--- config.mk ---
export PLATFORM = sky130hd
export DESIGN_NAME = xoshiro256_starstar_generator_core
export DESIGN_NICKNAME = d
export VERILOG_FILES = /design/src/design/xs256_pkg.sv /design/src/design/xoshiro256_starstar_generator_core.sv /design/src/design/xs256_ctrl.sv /design/src/design/xs256_dpath.sv
export SDC_FILE = /design/constraint.sdc
export NUM_CORES = 2
export LEC_CHECK = 0
export ABC_AREA = 1
export BUFFER_PORTS_ARGS = -buffer_cell sky130_fd_sc_hd__buf_4
export CORE_ASPECT_RATIO = 0.6
export CORE_MARGIN = 5
export CORE_UTILIZATION = 55
export DETAILED_ROUTE_END_ITERATION = 10
export GPL_ROUTABILITY_DRIVEN = 0
export PLACE_DENSITY = 0.8
export SLEW_MARGIN = 20
export SYNTH_ARGS = -nofsm -noshare
export SYNTH_HDL_FRONTEND = slang
export SYNTH_SLANG_ARGS = --single-unit
--- constraint.sdc ---
create_clock -name clk -period 33.5 [get_ports clk]
set_clock_uncertainty 0.15 [all_clocks]
set_input_delay 8.375 -clock clk [delete_from_list [all_inputs] [get_ports clk]]
set_output_delay 8.375 -clock clk [all_outputs]
set_load 0.05 [all_outputs]
--- src/design/xs256_pkg.sv ---
// ----------------------------------------------------------------------------
// xs256_pkg
// Shared types and constants for the xoshiro256** generator core: the
// splitmix64 seeding constants and the command group that passes from the
// controller to the datapath.
// ----------------------------------------------------------------------------
package xs256_pkg;

    localparam int WordWidth     = 64;
    localparam int HalfWidth     = 32;
    localparam int NumWords      = 4;
    localparam int WordIdxWidth  = 2;
    localparam int FracWidth     = 52;
    localparam int FracShift     = 12;
    localparam int OutDataWidth  = 120;

    localparam logic [WordWidth-1:0] GOLDEN_STEP = 64'h9e37_79b9_7f4a_7c15;
    localparam logic [WordWidth-1:0] MIX_MUL_A   = 64'hbf58_476d_1ce4_e5b9;
    localparam logic [WordWidth-1:0] MIX_MUL_B   = 64'h94d0_49bb_1331_11eb;

    // Input command codes carried on the stream's tuser bit.
    localparam logic CMD_SEED = 1'b0;
    localparam logic CMD_DRAW = 1'b1;

    // Partial-product phases of the shared 32x32 multiplier.
    localparam logic [1:0] MUL_LO_LO = 2'd0;
    localparam logic [1:0] MUL_LO_HI = 2'd1;
    localparam logic [1:0] MUL_HI_LO = 2'd2;

    // Multiplier constant selection.
    localparam logic MUL_SEL_A = 1'b0;
    localparam logic MUL_SEL_B = 1'b1;

    typedef struct packed {
        logic                    load_seed;
        logic                    draw;
        logic                    inc;
        logic                    mul_en;
        logic [1:0]              mul_phase;
        logic                    mul_sel;
        logic                    mix27;
        logic                    store;
        logic [WordIdxWidth-1:0] word_idx;
    } dp_cmd_t;

endpackage

--- src/design/xoshiro256_starstar_generator_core.sv ---
// ----------------------------------------------------------------------------
// xoshiro256_starstar_generator_core
// Xoshiro256** pseudo-random generator with splitmix64 seeding. A draw request
// returns the scrambled value and its 52-bit unit fraction; a seed request
// refills the four state words and returns nothing.
//
// Channel   Direction  Handshake           Payload
// s_*       in         s_tvalid/s_tready   tuser: command; tdata: seed
// m_*       out        m_tvalid/m_tready   tdata: value, unit_fraction
//
// A draw takes one cycle: its result is registered at the accepting edge, and
// a new request may be taken in the next cycle if that result is taken then.
// A seed keeps the core busy after acceptance: each state word takes the counter
// step, two splitmix products (each formed by the single 32x32 multiplier in three
// partial products) and its store; no request is taken during that time.
// After reset the state is all zero and draws return zero.
// A stalled output holds its result and blocks further requests.
// ----------------------------------------------------------------------------
module xoshiro256_starstar_generator_core
    import xs256_pkg::*;
(
    input  logic                    clk,
    input  logic                    rst_n,
    input  logic                    s_tvalid,
    output logic                    s_tready,
    input  logic [WordWidth-1:0]    s_tdata,   // [63:0] seed
    input  logic                    s_tuser,   // [0] command
    output logic                    m_tvalid,
    input  logic                    m_tready,
    output logic [OutDataWidth-1:0] m_tdata    // [63:0] value, [115:64] unit_fraction
);

    dp_cmd_t              cmd;
    logic [WordWidth-1:0] value;
    logic [FracWidth-1:0] unit_fraction;

    // Sequencing and handshake control.
    xs256_ctrl u_ctrl (
        .clk        (clk),
        .rst_n      (rst_n),
        .in_valid   (s_tvalid),
        .in_command (s_tuser),
        .in_ready   (s_tready),
        .out_valid  (m_tvalid),
        .out_ready  (m_tready),
        .cmd        (cmd)
    );

    // State, scrambler and seed mixer.
    xs256_dpath u_dpath (
        .clk           (clk),
        .rst_n         (rst_n),
        .cmd           (cmd),
        .seed          (s_tdata),
        .value         (value),
        .unit_fraction (unit_fraction)
    );

    // Output packing with zero fill to a whole number of bytes.
    assign m_tdata = {{(OutDataWidth - WordWidth - FracWidth){1'b0}}, unit_fraction, value};

endmodule

--- src/design/xs256_ctrl.sv ---
// ----------------------------------------------------------------------------
// xs256_ctrl
// Controller for the generator: accepts requests, sequences the splitmix64
// seeding through the shared multiplier and holds the output valid flag.
// ----------------------------------------------------------------------------
module xs256_ctrl
    import xs256_pkg::*;
(
    input  logic    clk,
    input  logic    rst_n,
    input  logic    in_valid,
    input  logic    in_command,
    output logic    in_ready,
    output logic    out_valid,
    input  logic    out_ready,
    output dp_cmd_t cmd
);

    localparam logic [3:0] ST_IDLE  = 4'd0;
    localparam logic [3:0] ST_INC   = 4'd1;
    localparam logic [3:0] ST_MA0   = 4'd2;
    localparam logic [3:0] ST_MA1   = 4'd3;
    localparam logic [3:0] ST_MA2   = 4'd4;
    localparam logic [3:0] ST_X27   = 4'd5;
    localparam logic [3:0] ST_MB0   = 4'd6;
    localparam logic [3:0] ST_MB1   = 4'd7;
    localparam logic [3:0] ST_MB2   = 4'd8;
    localparam logic [3:0] ST_STORE = 4'd9;

    logic [3:0]              state_reg;
    logic [3:0]              state_next;
    logic [WordIdxWidth-1:0] word_reg;
    logic [WordIdxWidth-1:0] word_next;
    logic                    out_valid_reg;
    logic                    out_valid_next;
    logic                    accept;

    // A new request is taken only in idle and when the output slot is free
    // or being emptied in the same cycle.
    assign in_ready  = (state_reg == ST_IDLE) && (!out_valid_reg || out_ready);
    assign accept    = in_valid && in_ready;
    assign out_valid = out_valid_reg;

    // Next state and datapath commands.
    always_comb
    begin
        state_next    = state_reg;
        word_next     = word_reg;
        cmd           = '0;
        cmd.word_idx  = word_reg;
        unique case (state_reg)
            ST_IDLE:
            begin
                if (accept && (in_command == CMD_DRAW))
                begin
                    cmd.draw = 1'b1;
                end
                else if (accept)
                begin
                    cmd.load_seed = 1'b1;
                    word_next     = '0;
                    state_next    = ST_INC;
                end
            end
            ST_INC:
            begin
                cmd.inc    = 1'b1;
                state_next = ST_MA0;
            end
            ST_MA0:
            begin
                cmd.mul_en    = 1'b1;
                cmd.mul_phase = MUL_LO_LO;
                cmd.mul_sel   = MUL_SEL_A;
                state_next    = ST_MA1;
            end
            ST_MA1:
            begin
                cmd.mul_en    = 1'b1;
                cmd.mul_phase = MUL_LO_HI;
                cmd.mul_sel   = MUL_SEL_A;
                state_next    = ST_MA2;
            end
            ST_MA2:
            begin
                cmd.mul_en    = 1'b1;
                cmd.mul_phase = MUL_HI_LO;
                cmd.mul_sel   = MUL_SEL_A;
                state_next    = ST_X27;
            end
            ST_X27:
            begin
                cmd.mix27  = 1'b1;
                state_next = ST_MB0;
            end
            ST_MB0:
            begin
                cmd.mul_en    = 1'b1;
                cmd.mul_phase = MUL_LO_LO;
                cmd.mul_sel   = MUL_SEL_B;
                state_next    = ST_MB1;
            end
            ST_MB1:
            begin
                cmd.mul_en    = 1'b1;
                cmd.mul_phase = MUL_LO_HI;
                cmd.mul_sel   = MUL_SEL_B;
                state_next    = ST_MB2;
            end
            ST_MB2:
            begin
                cmd.mul_en    = 1'b1;
                cmd.mul_phase = MUL_HI_LO;
                cmd.mul_sel   = MUL_SEL_B;
                state_next    = ST_STORE;
            end
            ST_STORE:
            begin
                cmd.store = 1'b1;
                word_next = word_reg + 1'b1;
                if (word_reg == WordIdxWidth'(NumWords - 1))
                begin
                    state_next = ST_IDLE;
                end
                else
                begin
                    state_next = ST_INC;
                end
            end
            default:
            begin
                state_next = ST_IDLE;
            end
        endcase
    end

    // Output valid: set by a draw, cleared when the result is taken.
    always_comb
    begin
        out_valid_next = out_valid_reg;
        if (out_valid_reg && out_ready)
        begin
            out_valid_next = 1'b0;
        end
        if (cmd.draw)
        begin
            out_valid_next = 1'b1;
        end
    end

    // Control registers.
    always_ff @(posedge clk or negedge rst_n)
    begin
        if (!rst_n)
        begin
            state_reg     <= ST_IDLE;
            word_reg      <= '0;
            out_valid_reg <= 1'b0;
        end
        else
        begin
            state_reg     <= state_next;
            word_reg      <= word_next;
            out_valid_reg <= out_valid_next;
        end
    end

    // A request is never taken while seeding is in progress.
    a_ready_idle: assert property (@(posedge clk) disable iff (!rst_n)
        in_ready |-> (state_reg == ST_IDLE))
        else $error("ready raised outside idle");

    // A seed request starts the seeding sequence on the first word.
    a_seed_start: assert property (@(posedge clk) disable iff (!rst_n)
        (accept && (in_command == CMD_SEED)) |=> (state_reg == ST_INC) && (word_reg == '0))
        else $error("seed request did not start seeding");

    // A draw request always leaves a result pending.
    a_draw_valid: assert property (@(posedge clk) disable iff (!rst_n)
        (accept && (in_command == CMD_DRAW)) |=> out_valid_reg)
        else $error("draw gave no result");

    // A result only appears after a draw.
    a_valid_source: assert property (@(posedge clk) disable iff (!rst_n)
        $rose(out_valid_reg) |-> $past(accept && (in_command == CMD_DRAW)))
        else $error("result appeared without a draw");

endmodule

--- src/design/xs256_dpath.sv ---
// ----------------------------------------------------------------------------
// xs256_dpath
// Datapath for the generator: state words, star-star scrambler and state
// update, and the splitmix64 seed mixer built around one 32x32 multiplier.
// ----------------------------------------------------------------------------
module xs256_dpath
    import xs256_pkg::*;
(
    input  logic                 clk,
    input  logic                 rst_n,
    input  dp_cmd_t              cmd,
    input  logic [WordWidth-1:0] seed,
    output logic [WordWidth-1:0] value,
    output logic [FracWidth-1:0] unit_fraction
);

    logic [WordWidth-1:0] gen_words_reg [NumWords];
    logic [WordWidth-1:0] counter_reg;
    logic [WordWidth-1:0] z_reg;
    logic [WordWidth-1:0] mul_reg;
    logic [WordWidth-1:0] value_reg;

    logic [WordWidth-1:0] counter_sum;
    logic [WordWidth-1:0] mul_const;
    logic [HalfWidth-1:0] mul_op_a;
    logic [HalfWidth-1:0] mul_op_b;
    logic [WordWidth-1:0] mul_prod;
    logic [WordWidth-1:0] mul_next;

    logic [WordWidth-1:0] times5;
    logic [WordWidth-1:0] rotated;
    logic [WordWidth-1:0] scrambled;
    logic [WordWidth-1:0] s2_x;
    logic [WordWidth-1:0] s3_x;
    logic [WordWidth-1:0] s1_n;
    logic [WordWidth-1:0] s0_n;
    logic [WordWidth-1:0] s2_n;
    logic [WordWidth-1:0] s3_n;

    // Star-star scrambler of word one: rotl(w1 * 5, 7) * 9 by shift and add.
    assign times5    = gen_words_reg[1] + {gen_words_reg[1][WordWidth-3:0], 2'b00};
    assign rotated   = {times5[WordWidth-8:0], times5[WordWidth-1:WordWidth-7]};
    assign scrambled = rotated + {rotated[WordWidth-4:0], 3'b000};

    // Xoshiro256 xor, shift and rotate update.
    assign s2_x = gen_words_reg[2] ^ gen_words_reg[0];
    assign s3_x = gen_words_reg[3] ^ gen_words_reg[1];
    assign s1_n = gen_words_reg[1] ^ s2_x;
    assign s0_n = gen_words_reg[0] ^ s3_x;
    assign s2_n = s2_x ^ {gen_words_reg[1][WordWidth-18:0], 17'd0};
    assign s3_n = {s3_x[18:0], s3_x[WordWidth-1:19]};

    // Splitmix64 counter step.
    assign counter_sum = counter_reg + GOLDEN_STEP;

    // Product mod 2^64 from three 32x32 partial products, one per cycle.
    assign mul_const = (cmd.mul_sel == MUL_SEL_B) ? MIX_MUL_B : MIX_MUL_A;
    assign mul_op_a  = (cmd.mul_phase == MUL_HI_LO) ? z_reg[WordWidth-1:HalfWidth]
                                                    : z_reg[HalfWidth-1:0];
    assign mul_op_b  = (cmd.mul_phase == MUL_LO_HI) ? mul_const[WordWidth-1:HalfWidth]
                                                    : mul_const[HalfWidth-1:0];
    assign mul_prod  = WordWidth'(mul_op_a) * WordWidth'(mul_op_b);
    assign mul_next  = (cmd.mul_phase == MUL_LO_LO)
                       ? mul_prod
                       : mul_reg + {mul_prod[HalfWidth-1:0], {HalfWidth{1'b0}}};

    // Generator state words.
    always_ff @(posedge clk or negedge rst_n)
    begin
        if (!rst_n)
        begin
            for (int i = 0; i < NumWords; i++)
            begin
                gen_words_reg[i] <= '0;
            end
        end
        else if (cmd.draw)
        begin
            gen_words_reg[0] <= s0_n;
            gen_words_reg[1] <= s1_n;
            gen_words_reg[2] <= s2_n;
            gen_words_reg[3] <= s3_n;
        end
        else if (cmd.store)
        begin
            gen_words_reg[cmd.word_idx] <= mul_reg ^ (mul_reg >> 31);
        end
    end

    // Seed mixer registers and the result register.
    always_ff @(posedge clk)
    begin
        if (cmd.load_seed)
        begin
            counter_reg <= seed;
        end
        else if (cmd.inc)
        begin
            counter_reg <= counter_sum;
        end

        if (cmd.inc)
        begin
            z_reg <= counter_sum ^ (counter_sum >> 30);
        end
        else if (cmd.mix27)
        begin
            z_reg <= mul_reg ^ (mul_reg >> 27);
        end

        if (cmd.mul_en)
        begin
            mul_reg <= mul_next;
        end

        if (cmd.draw)
        begin
            value_reg <= scrambled;
        end
    end

    assign value         = value_reg;
    assign unit_fraction = value_reg[WordWidth-1:FracShift];

endmodule

==> results_dict.tcl <==
set metrics [dict create \
    status "finished, violations left" \
    violations "DRC" \
    antenna_found_initial 9 \
    crit_top_cell "buf_4" \
    insertion_delay_ns 0.68 \
    cts_buffers 50 \
    routed_via_density 6.211 \
    ioPinCount 191 \
    critPathLaunchType "input port" \
    clock_path_buffers 3 \
    core-area_mm2 0.1245 \
    firstDrtPassIters 11 \
    critPathKind "input port to output pin" \
    layout_min_cycle_time_ns 17.75 \
    critPathRequiredTime_ns 24.97 \
    die_x_um 468.2 \
    grt_usage_pct 37.91 \
    grt_pass1_vias 61860 \
    rows 100 \
    ctsHoldBuffers 0 \
    synth_edf_count 256 \
    grt-ovfl-total 0 \
    min_period_over_period_pct 52.97 \
    cp_num_buf_inv 2 \
    yosys_register_bits 519 \
    cts_tree "built" \
    ys_types 54 \
    die_y_um 284.9 \
    crit_arrival_ns 9.22 \
    timing_hold_violations_final 0 \
    cts_resized 0 \
    clock-sinks 519 \
    synth.cell_area_mm2 0.06928 \
    avgSynthCellArea_um2 7.871 \
    tightest_slew_ns 1.277 \
    grt_max_degree 136 \
    port_buffers 186 \
    worstPathMaxFanout 2 \
    ctsHtreeMaxLevel 2 \
    max-slew-margin-rel_pct 13.94 \
    syn_inst 8802 \
    vias 65710 \
    largest_reg_flops 256 \
    drt_iter0_markers 11470 \
    grt_pass1_wl_mm 381.8 \
    hp-class "flip-flop to flip-flop" \
    nets 10240 \
    cp_slowest_cell "nor2_2" \
    dieArea_mm2 0.1334 \
    drc 27 \
    yosys_warnings 0 \
    cts_root_buf "clkbuf_16" \
    critical_path.cell_chain "buf_4 -> nor2_1 -> nor2_2 -> buf_4" \
    drv_slew 0 \
    setup_violations 0 \
    synthArstFlopShare_pct 50.67 \
    wirelength_mm 260.0 \
    drive_above_1_share_pct 5.479 \
    start_util_pct 55.65 \
    endpoint_kind "output pin" \
    routedWlPerCell_um 24.58 \
    synth_ff_type "dfrtp_1" \
    hpwl_mm 211.9 \
    fmax_mhz 56.35 \
    postRouteAntennaNets 0 \
    ys_seq_area_share_pct 20.60 \
    drv_cap 0 \
    setup_tns_ns 0 \
    post_cts_buffers 0 \
    cp_slowest_stage_delay_ns 0.39 \
    clkTransAtPathRegs_ns 0.07 \
    area_delta_synth_final_pct 6.444 \
    grt_setup_unrepaired "false" \
    crit_family "simple AND/OR/NAND/NOR gates" \
]
## cell type report
class / instances / area, um^2
Timing Repair Buffer: 249 / 1897
Sequential cell: 519 / 14270
Clock inverter: 30 / 404.1
Multi-Input combinational cell: 6312 / 47270
Fill cell: 10760 / 50750
Tap cell: 1683 / 2106
Antenna cell: 8 / 20.02
Clock buffer: 60 / 1319
Inverter: 1719 / 6459
## cell usage after synthesis, types with 13 or more instances
| cell type | count | share of area, % |
|---|---|---|
| dfrtp_1 | 263 | 9.5 |
| a31oi_1 | 92 | 0.83 |
| o22ai_1 | 44 | 0.40 |
| xor2_1 | 247 | 3.1 |
| o211ai_1 | 51 | 0.55 |
| o21bai_1 | 51 | 0.55 |
| nand4_1 | 40 | 0.36 |
| nor2_1 | 1092 | 5.9 |
| a32oi_1 | 35 | 0.44 |
| buf_4 | 68 | 0.74 |
| nand2_1 | 1626 | 8.8 |
| inv_1 | 1695 | 9.2 |
| or2_2 | 44 | 0.40 |
| o21ai_1 | 13 | 0.094 |
| a21oi_1 | 346 | 2.5 |
| buf_2 | 64 | 0.46 |
| nor3_1 | 68 | 0.49 |
| clkbuf_1 | 109 | 0.59 |
| fa_1 | 825 | 24 |
| o21ai_0 | 465 | 3.4 |
| xnor2_1 | 127 | 1.6 |
| o21ai_2 | 26 | 0.33 |
| edfxtp_1 | 256 | 11 |
| o221ai_1 | 31 | 0.39 |
| mux2_2 | 42 | 0.68 |
| nand3b_1 | 33 | 0.36 |
| a21o_1 | 18 | 0.20 |
| a21boi_0 | 16 | 0.17 |
| inv_2 | 19 | 0.10 |
| nand3_1 | 392 | 2.8 |
| o21a_1 | 14 | 0.15 |
| ha_1 | 497 | 9.0 |
## through the flow
stage                     setup slack (ns)  cells  utilization (%)  cell area [um^2]  hold slack, ns
after global placement               15.76  10480            57.81             71970          0.3320
after detailed placement             15.76  10480            57.81             71970          0.3384
after floorplan                      16.10   8805                -             69290          0.3129
after CTS                            15.76  10570            59.20             73700          0.3560
after global routing                 15.78  10570            59.22             73730          0.3725
final                                15.75  10580            59.24             73750          0.3521
## cells in the final DEF (no fill, tap or decap), types with 14 or more instances in the layout
cell          n
a21boi_0     16
a21o_1       18
a21oi_1     346
a31oi_1      92
a32oi_1      35
buf_4       247
clkbuf_16    50
dfrtp_1     263
edfxtp_1    256
fa_1        825
ha_1        495
inv_1      1695
inv_2        17
mux2_2       42
nand2_1    1623
nand3_1     392
nand3b_1     33
nand4_1      40
nor2_1     1089
nor3_1       67
o211ai_1     51
o21a_1       14
o21ai_0     462
o21ai_1      15
o21ai_2      27
o21bai_1     51
o221ai_1     31
o22ai_1      44
or2_2        44
xnor2_1     127
xor2_1      247
## logic make-up (layout without fill, tap and decap cells)
| kind of cell | after synthesis | in the layout | share of synthesized area, % |
|---|---|---|---|
| compound gates | 1232 | 1232 | 10.34 |
| xor+xnor | 374 | 374 | 4.728 |
| fa+ha+maj | 1322 | 1322 | 32.81 |
| buf+inv | 1974 | 2058 | 11.27 |
| flops | 519 | 519 | 20.60 |
| mux | 42 | 42 | 0.6827 |
| other cells | 1 | 12 | 0.005413 |
| simple gates | 3338 | 3338 | 19.57 |
## final timing paths
path                                                 from                         end  slack, ns  cells after the start
worst max register to register        u_ctrl.state_reg[3]         u_dpath.mul_reg[62]      21.72                     41
worst max-delay path                             m_tready                    s_tready      15.75                      4
max in group asynchronous                           rst_n   u_dpath.gen_words_reg[58]      24.16                      3
worst min register to register  u_dpath.gen_words_reg[83]   u_dpath.gen_words_reg[83]       0.35                      2
min in group asynchronous                           rst_n  u_dpath.gen_words_reg[130]       7.45                      1
worst min-delay path            u_dpath.gen_words_reg[83]   u_dpath.gen_words_reg[83]       0.35                      2
## metal layers
layer | up-vias | wire, um | track usage, %
met5 | - | 1060 | 3.608
met4 | 32 | 9335 | 9.085
met3 | 936 | 62690 | 28.10
met2 | 6042 | 90700 | 45.67
met1 | 30900 | 96230 | 52.49
li1 | 27800 | - | -
## tightest hold or removal path, stage by stage (launching register included)
cell,delay [ns]
dfrtp_1,0.36
nand2_1,0.06
nand2_1,0.06
Power is left out: the tool's default activity adds up to more than one toggle a clock period on the data nets, which glitch-free logic cannot reach.
